[config.mk]
export PLATFORM = sky130hd
export DESIGN_NAME = espresso_dispense_timer
export DESIGN_NICKNAME = d
export VERILOG_FILES = /design/src/rtl/edt_pkg.sv /design/src/rtl/espresso_dispense_timer.sv
export SDC_FILE = /design/constraint.sdc
export NUM_CORES = 1
export LEC_CHECK = 0
export BUFFER_PORTS_ARGS = -buffer_cell sky130_fd_sc_hd__buf_2
export CAP_MARGIN = 15
export CORE_ASPECT_RATIO = 1.25
export CORE_MARGIN = 1.5
export CORE_UTILIZATION = 39
export CTS_BUF_LIST = sky130_fd_sc_hd__clkbuf_8
export DETAILED_ROUTE_END_ITERATION = 8
export GPL_TIMING_DRIVEN = 0
export PLACE_DENSITY_LB_ADDON = 0.3
export SLEW_MARGIN = 15
export SYNTH_ARGS = -nofsm -noshare
export SYNTH_HDL_FRONTEND = slang
export SYNTH_SLANG_ARGS = --single-unit
export TNS_END_PERCENT = 20
[constraint.sdc]
create_clock -name i_clk -period 8.71 [get_ports i_clk]
set_input_delay 0.871 -clock i_clk [delete_from_list [all_inputs] [get_ports i_clk]]
set_output_delay 0.871 -clock i_clk [all_outputs]
set_load 0.02 [all_outputs]
[src/rtl/edt_pkg.sv]
// Shared types and constants for the espresso dispense timer.
package edt_pkg;

    // Configuration register indexes.
    localparam logic CFG_SINGLE_TIME = 1'b0;
    localparam logic CFG_DOUBLE_TIME = 1'b1;

    localparam int CFG_DATA_W = 16;
    localparam int CFG_IDX_W  = 1;

    // Reset values of the shot times, in milliseconds.
    localparam int SINGLE_TIME_RESET = 25000;
    localparam int DOUBLE_TIME_RESET = 45000;

    localparam int SHOT_COUNT_W = 16;
    localparam int IN_TDATA_W   = 8;
    localparam int OUT_TDATA_W  = 24;

    // One result item; pump_on sits in the lowest bit.
    typedef struct packed {
        logic [SHOT_COUNT_W-1:0] shot_count;
        logic                    double_chosen;
        logic                    busy_res;
        logic                    pump_on;
    } t_result;

    localparam int RESULT_W = $bits(t_result);

endpackage

[src/rtl/espresso_dispense_timer.sv]
// Top level of the one-button espresso pump timer.
//
//  channel   direction  tdata fields (lowest bit up)
//  s_*       in         button_level[0], zero padding to 8 bits
//  m_*       out        pump_on[0], busy_res[1], double_chosen[2], shot_count[18:3],
//                       zero padding to 24 bits
//  i_cfg_*   in         index 0 single_time_ms, index 1 double_time_ms
//
// Every input transfer is one millisecond tick. The whole update of the timer
// state is combinational, and its result lands in the output register at the
// same edge, so one tick is taken in every cycle while the output side takes
// results. The single output register sets the stall behavior: a new tick is
// accepted when that register is empty or is being emptied in the same cycle.
// Reset is synchronous and active low; it returns the timer to idle with the
// default shot times loaded.
module espresso_dispense_timer #(
    parameter int QUALIFY_MS = 100,
    parameter int LOCKOUT_MS = 500,
    parameter int TIME_WIDTH = 16
) (
    input  logic                              i_clk,
    input  logic                              i_rst_n,
    // Tick channel.
    input  logic                              s_tvalid,
    output logic                              s_tready,
    input  logic [edt_pkg::IN_TDATA_W-1:0]    s_tdata,   // button_level, padding
    // Result channel.
    output logic                              m_tvalid,
    input  logic                              m_tready,
    output logic [edt_pkg::OUT_TDATA_W-1:0]   m_tdata,   // pump_on, busy_res,
                                                         // double_chosen, shot_count
    // Configuration write port.
    input  logic                              i_cfg_we,
    input  logic [edt_pkg::CFG_IDX_W-1:0]     i_cfg_idx,
    input  logic [edt_pkg::CFG_DATA_W-1:0]    i_cfg_data
);

    // Elapsed time has one bit more than the shot times and saturates.
    localparam int ELAPSED_W = TIME_WIDTH + 1;

    typedef enum logic [1:0] {
        PH_IDLE,
        PH_QUALIFY,
        PH_DISPENSE
    } t_phase;

    t_phase                          r_phase, n_phase;
    logic [ELAPSED_W-1:0]            r_elapsed, n_elapsed;
    logic [TIME_WIDTH-1:0]           r_deadline, n_deadline;
    logic                            r_released, n_released;
    logic                            r_double, n_double;
    logic [edt_pkg::SHOT_COUNT_W-1:0] r_shots, n_shots;
    logic                            r_prev_level;

    logic [TIME_WIDTH-1:0]           r_single_time;
    logic [TIME_WIDTH-1:0]           r_double_time;

    logic                            r_m_tvalid;
    edt_pkg::t_result                r_result, n_result;

    logic                            level;
    logic                            in_xfer;
    logic                            past_qualify;
    logic                            in_lockout;
    logic                            past_deadline;

    assign level    = s_tdata[0];
    assign s_tready = !r_m_tvalid || m_tready;
    assign in_xfer  = s_tvalid && s_tready;

    assign m_tvalid = r_m_tvalid;
    assign m_tdata  = {{(edt_pkg::OUT_TDATA_W - edt_pkg::RESULT_W){1'b0}}, r_result};

    // Comparisons use the already advanced elapsed time. Qualify and lockout are
    // compared at 32 bits so a window longer than the elapsed range never closes.
    assign past_qualify  = 32'(n_elapsed) >= 32'(QUALIFY_MS);
    assign in_lockout    = 32'(n_elapsed) < 32'(LOCKOUT_MS);
    assign past_deadline = n_elapsed >= ELAPSED_W'(r_deadline);

    always_comb begin
        n_phase    = r_phase;
        n_elapsed  = r_elapsed;
        n_deadline = r_deadline;
        n_released = r_released;
        n_double   = r_double;
        n_shots    = r_shots;

        if (r_phase != PH_IDLE && r_elapsed != {ELAPSED_W{1'b1}}) begin
            n_elapsed = r_elapsed + 1'b1;
        end

        case (r_phase)
            PH_IDLE: begin
                // A rising edge marks time zero of a new shot.
                if (level && !r_prev_level) begin
                    n_phase    = PH_QUALIFY;
                    n_elapsed  = '0;
                    n_released = 1'b0;
                    n_double   = 1'b0;
                end
            end
            PH_QUALIFY: begin
                if (past_qualify) begin
                    n_phase    = PH_DISPENSE;
                    n_shots    = r_shots + 1'b1;
                    n_deadline = r_single_time;
                end else if (!level) begin
                    n_phase = PH_IDLE;
                end
            end
            PH_DISPENSE: begin
                if (in_lockout) begin
                    if (!level) begin
                        n_released = 1'b1;
                    end
                end else if (past_deadline) begin
                    n_phase = PH_IDLE;
                end else if (!r_double) begin
                    // A release and then a new press upgrades to a double shot.
                    if (!r_released) begin
                        if (!level) begin
                            n_released = 1'b1;
                        end
                    end else if (level) begin
                        n_shots    = r_shots + 1'b1;
                        n_double   = 1'b1;
                        n_deadline = r_double_time;
                    end
                end
            end
            default: begin
                n_phase = PH_IDLE;
            end
        endcase

        n_result.pump_on       = (n_phase == PH_DISPENSE);
        n_result.busy_res      = (n_phase != PH_IDLE);
        n_result.double_chosen = n_double;
        n_result.shot_count    = n_shots;
    end

    always_ff @(posedge i_clk) begin
        if (!i_rst_n) begin
            r_phase       <= PH_IDLE;
            r_elapsed     <= '0;
            r_deadline    <= '0;
            r_released    <= 1'b0;
            r_double      <= 1'b0;
            r_shots       <= '0;
            r_prev_level  <= 1'b0;
            r_single_time <= TIME_WIDTH'(edt_pkg::SINGLE_TIME_RESET);
            r_double_time <= TIME_WIDTH'(edt_pkg::DOUBLE_TIME_RESET);
            r_m_tvalid    <= 1'b0;
        end else begin
            // New times are picked up at the next qualify end or upgrade.
            if (i_cfg_we) begin
                case (i_cfg_idx)
                    edt_pkg::CFG_SINGLE_TIME: r_single_time <= TIME_WIDTH'(i_cfg_data);
                    edt_pkg::CFG_DOUBLE_TIME: r_double_time <= TIME_WIDTH'(i_cfg_data);
                    default: begin
                    end
                endcase
            end

            if (in_xfer) begin
                r_phase      <= n_phase;
                r_elapsed    <= n_elapsed;
                r_deadline   <= n_deadline;
                r_released   <= n_released;
                r_double     <= n_double;
                r_shots      <= n_shots;
                r_prev_level <= level;
                r_result     <= n_result;
                r_m_tvalid   <= 1'b1;
            end else if (m_tready) begin
                r_m_tvalid   <= 1'b0;
            end
        end
    end

endmodule
## After elaboration in Yosys (flattened, before gate mapping)

Index checks and enable logic that the tools add are counted.
W data, S select, Z words.

| cells by class | value |
|---|---|
| reduce and logical (&&, ||, !) cells | 17 |
| equal/unequal tests | 14 |
| magnitude comparators | 3 |
| add/subtract/negate cells | 2 |
| mux-type cells | 40 |
| bitwise operators | 1 |

Operator list:

| operator | number |
|---|---|
| $mux W16 | 12 |
| $pmux W16 S2 | 2 |
| $mux W17 | 3 |
| $add A17 B1 Y17 const B | 1 |
| $ge A17 B16 Y1 | 1 |
| $ge A17 B7 Y1 const B | 1 |
| $lt A17 B9 Y1 const B | 1 |
| $ne A17 B17 Y1 const B | 1 |
| $add A16 B1 Y16 const B | 1 |
| $mux W1 | 15 |
| $ne A2 B2 Y1 const B | 7 |
| $mux W2 | 5 |
| $reduce_bool A2 Y1 | 5 |
| $ne A3 B3 Y1 const B | 3 |
| $reduce_and A8 Y1 | 1 |
| $pmux W2 S3 | 1 |
| $reduce_and A2 Y1 | 3 |
| $reduce_and A6 Y1 | 1 |
| $eq A2 B2 Y1 const B | 2 |
| $pmux W1 S2 | 2 |
| $logic_and A1 B1 Y1 | 3 |
| $eq A2 B1 Y1 const B | 1 |
| $logic_not A1 Y1 | 2 |
| $logic_not A2 Y1 | 1 |
| 2 further kinds | 2 |

| storage, ports and cells | value |
|---|---|
| flip-flop bits (word level) | 106 |
| word-level logic and storage cells | 91 |

## Depth between registers and ports, before layout

| depth | value |
|---|---|
| word-level depth | 10 |
| gate-level depth with buffers | 22 |
| depth with buffers taken out | 19 |

## Worst setup path after synthesis

OpenSTA, ideal clock, no wires.

| timing path | value |
|---|---|
| kind | register -> register |
| from | register r_elapsed[4] |
| to | register r_shots[13] (netlist name) |
| required time | 8.636 ns |
| path buffers | 3 |
| library setup time | 0.074 ns |
| arrival | 4.987 ns |
| clock period less this slack | 5.061 ns |
| cell stages (with the launch flop) | 23 |
| slack | 3.649 ns |
| cell sequence | dfxtp_1 > clkbuf_1 > nand4_1 > or2_2 > nor4_1 > ha_1 > or3b_2 > clkbuf_1 > nor2_1 > and3_1 > xnor2_1 > nor2_1 > ha_1 > a21o_1 > a21o_1 > a21oi_1 > o221ai_1 > nor4_1 > o21ai_1 > buf_2 > a2bb2oi_1 > or4b_2 > a31oi_1 |

| on the way | value |
|---|---|
| cells in the longest elaborated chain, start to end | 9 |
| elaborated cells between the ends (all ways) | 13 |
| those cells by class | add/sub: 1; order compare: 3; eq/ne: 1; mux: 7; reduce/logical: 1 |

Ends and longest elaborated chain:

| what | RTL line | source |
|---|---|---|
| start: declaration | espresso_dispense_timer.sv:48 | `logic [ELAPSED_W-1:0] r_elapsed, n_elapsed;` |
| start signal: assignment | espresso_dispense_timer.sv:167 | `r_elapsed <= n_elapsed;` |
| parallel branches: the longest is 2 deep, another holds $add A17 B1 Y17 | -- |  |
| $mux W17 (*) | espresso_dispense_timer.sv:88 | `if (r_phase != PH_IDLE && r_elapsed != {ELAPSED_W{1'b1}}) begin` |
| $mux W17 | espresso_dispense_timer.sv:95 | `if (level && !r_prev_level) begin` |
| $mux W17 (*) | espresso_dispense_timer.sv:92 | `case (r_phase)` |
| via n_elapsed[6] | espresso_dispense_timer.sv:48 |  |
| $ge A17 B16 Y1 | espresso_dispense_timer.sv:78 | `assign past_deadline = n_elapsed >= ELAPSED_W'(r_deadline);` |
| $mux W16 | espresso_dispense_timer.sv:116 | `end else if (past_deadline) begin` |
| $mux W16 | espresso_dispense_timer.sv:112 | `if (in_lockout) begin` |
| $pmux W16 S2 (*) | espresso_dispense_timer.sv:92 |  |
| end signal: assignment | espresso_dispense_timer.sv:171 | `r_shots <= n_shots;` |
| end: declaration | espresso_dispense_timer.sv:52 | `logic [edt_pkg::SHOT_COUNT_W-1:0] r_shots, n_shots;` |

Mark *: on every way through the listed nets, which the timed path passes.
A chain may end at the register's enable or synchronous reset.

## Worst setup path in the final report

Same ends and word-level chain as after synthesis.

==> impl_metrics.env <==
export IMPL_n_antenna_cell=0
export IMPL_crit_buf_inv=3
export IMPL_first_pass_iters=6
export IMPL_multiInputGateArea_um2=3314
export IMPL_core_area_um2=15010
export IMPL_rows=50
export IMPL_synth_seq_cells=106
export IMPL_powerDensity_nw_per_um2=150.3
export IMPL_dpl_cell_count=979
export IMPL_critPathRequiredTime_ns=9.03
export IMPL_hold_viol=0
export IMPL_cp_slowest_cell="or4b_2"
export IMPL_wirelength_um=15890
export IMPL_seqPwrFrac=0.531
export IMPL_crit_arrival_ns=6.38
export IMPL_htree_levels=3
export IMPL_tightest_slew_ns=0.8805
export IMPL_dpl_hpwl_um=11850
export IMPL_cts_setup_buffers=0
export IMPL_setup_violations=0
export IMPL_holdWs_ns=0.4612
export IMPL_dieArea_um2=16100
export IMPL_tns_ns=0
export IMPL_power_frac_clock=0.317
export IMPL_viasPerCell=5.486
export IMPL_synth_edff_count=19
export IMPL_finalCritPeriodShare=0.6958
export IMPL_synth_area_top_cells="dfxtp_1 29%, nand2_1 9.7%, edfxtp_1 9.5%"
export IMPL_critPathMaxFanout=10
export IMPL_outcome="finished, final reports clean"
export IMPL_yosysSeqAreaShare=0.3864
export IMPL_clock_skew_ns=0.01355
export IMPL_drv_slew=0
export IMPL_grt_usage=0.2028
export IMPL_grt_max_degree=19
export IMPL_io_pins=56
export IMPL_antenna_found_initial=0
export IMPL_routedWlPerCell_um=15.97
export IMPL_clk_latency_ns=0.40
export IMPL_cts_buffer_depth=2
export IMPL_cts_buffers=9
export IMPL_dr_total_vias=5459
export IMPL_drc=0
export IMPL_fin_crit_ns=6.061
export IMPL_cts_root_buf="clkbuf_8"
export IMPL_ys_warn_count=0
export IMPL_cts_resized=0
export IMPL_vdd_ir_drop_max_uv=91.10
export IMPL_die_height_um=141.5
export IMPL_cp_end_kind="flop"
export IMPL_p_int_mw=0.7060
export IMPL_maxSlewHeadroom=0.4130
export IMPL_final_cells=995
export IMPL_cts_tree="yes"
export IMPL_cts_sinks=106
export IMPL_fmax_ghz=0.1650
export IMPL_rsz0062_at_grt="false"
export IMPL_maxCapViolations=0
export IMPL_grt_pass1_wl_um=25670
export IMPL_p_sw_mw=0.2953
export IMPL_syn_area_per_cell_um2=7.988
export IMPL_crit_path_start_kind="flop"
export IMPL_initial_utilization=0.3985
export IMPL_yosys_area_top_type="dfxtp_1"
export IMPL_grt_overflow=0
export IMPL_port_buffers=43
export IMPL_syn2layout_area_growth_pct=11.33
export IMPL_fp_dieW_um=113.8
export IMPL_crit_type="reg2reg"
export IMPL_drive_above_1_share=0.1095
export IMPL_cpPeakStageDelay_ns=0.63
export IMPL_crit_chain="clkbuf_1, nand4_1, or2_2, nor4_1, ha_1, or3b_2, clkbuf_1, nor2_1, and3_1, xnor2_1, nor2_1, ha_1, a21o_1, a21o_1, a21oi_1, o221ai_1, nor4_1, o21ai_1, buf_2, a2bb2oi_1, or4b_2, a31oi_1"
export IMPL_yosysTopAreaCellShare=0.2911
export IMPL_nFillCells=1570
export IMPL_combPwrFrac=0.152
export IMPL_drt_initial_drc_count=322
export IMPL_synthFlopType="dfxtp_1"
export IMPL_seq_area_um2=2312
export IMPL_cts_hold_buffers=0
export IMPL_synthCells=749
export IMPL_hold_path_class="reg2reg"
export IMPL_synth_cell_types=68
export IMPL_async_flop_share=0
export IMPL_place_gp_congestion=0.8740
export IMPL_p_leak_nw=2.434
export IMPL_postRouteAntennaNets=0
export IMPL_syn_area_um2=5983
export IMPL_grt_pass1_vias=5138
export IMPL_cp_top_family="simple AND/OR/NAND/NOR gates"
export IMPL_p_sw_frac=0.2949
export IMPL_path_clk_slew_ns=0.10
export IMPL_fin_nets=861
==> placed cells by master, fill, tap and decap left out, types with 11 or more instances in the layout <==
cell / netlist / layout
a21oi_1: 58 / 58
inv_1: 30 / 30
nor2_1: 51 / 50
dfxtp_1: 87 / 87
o21ai_0: 18 / 18
buf_2: 5 / 48
ha_1: 23 / 23
a211oi_1: 22 / 22
nand2_1: 154 / 154
nand3_1: 34 / 34
mux2i_1: 26 / 26
a31oi_1: 11 / 11
nor3_1: 14 / 14
clkbuf_1: 36 / 36
edfxtp_1: 19 / 19
==> flip-flops by register name (all words and copies together) (netlist names) <==
signal	count
r_double	1
r_shots	16
r_prev_level	1
m_tvalid	1
r_single_time	16
m_tdata	19
r_deadline	16
r_phase	2
r_double_time	16
r_released	1
r_elapsed	17
==> power groups by stage <==
stage / registers, mW / clock network (mW) / logic, mW
3_5_place_dp: 0.543 / 0 / 0.152
2_1_floorplan: 0.545 / 0 / 0.100
4_1_cts: 0.531 / 0.325 / 0.153
5_1_grt: 0.534 / 0.343 / 0.170
3_3_place_gp: 0.542 / 0 / 0.150
6_report: 0.531 / 0.318 / 0.152
==> through the flow <==
| step | setup slack, ns | area, µm² | util | power, mW |
|---|---|---|---|---|
| after floorplan | 3.649 | 5998 | - | 0.6452 |
| after global placement | 2.729 | 6441 | 0.4290 | 0.6922 |
| after detailed placement | 2.726 | 6459 | 0.4302 | 0.6947 |
| after CTS | 2.681 | 6661 | 0.4437 | 1.009 |
| after global routing | 2.208 | 6661 | 0.4437 | 1.048 |
| final | 2.649 | 6661 | 0.4437 | 1.001 |
==> path summary, 6_finish.rpt <==
path              slack, ns               end              from  depth (start not counted)
setup / recovery       2.65       r_shots[13]      r_elapsed[4]                         22
hold / removal         0.46  r_double_time[1]  r_double_time[1]                          2
setup reg to reg       2.65       r_shots[13]      r_elapsed[4]                         22
hold reg to reg        0.46  r_double_time[1]  r_double_time[1]                          2
==> tightest hold or removal path, stage by stage, from the launching register on <==
cell and delay, ns:
dfxtp_1 0.32, nand2_1 0.05, a21oi_1 0.05
==> cell families after synthesis <==
logic type,after synthesis,share of synthesized area
mux,28,0.04726
compound gates,168,0.1853
other cells,1,0.0006268
buf+inv,85,0.06252
simple gates,327,0.2537
fa+ha+maj,23,0.04810
flops,106,0.3864
xor+xnor,11,0.01610
==> cell type report <==
cell class,count,area share
Buffer,54,0.03869
Clock buffer,9,0.01860
Clock inverter,7,0.01183
Inverter,31,0.01747
Multi-Input combinational cell,562,0.4976
Sequential cell,106,0.3471
Tap cell,182,0.03418
Timing Repair Buffer,44,0.03456
==> cells in the mapped netlist, drive strengths merged (10+ instances only) <==
library cell    n
a21oi          59
nor2           51
and2           10
nand2         154
nand3          34
buf            18
o21ai          19
mux2i          26
a211oi         22
edfxtp         19
dfxtp          87
ha             23
inv            30
clkbuf         36
a31oi          11
nor3           14
==> metal layers <==
metal	GRT usage	vias to the layer above	wire length [µm]
li1	-	2778	-
met5	0	-	0
met2	0.3646	126	7932
met1	0.2388	2527	6836
met4	0.07632	0	383
met3	0.03674	28	739
Note: power is estimated with default switching activity, not from simulation.
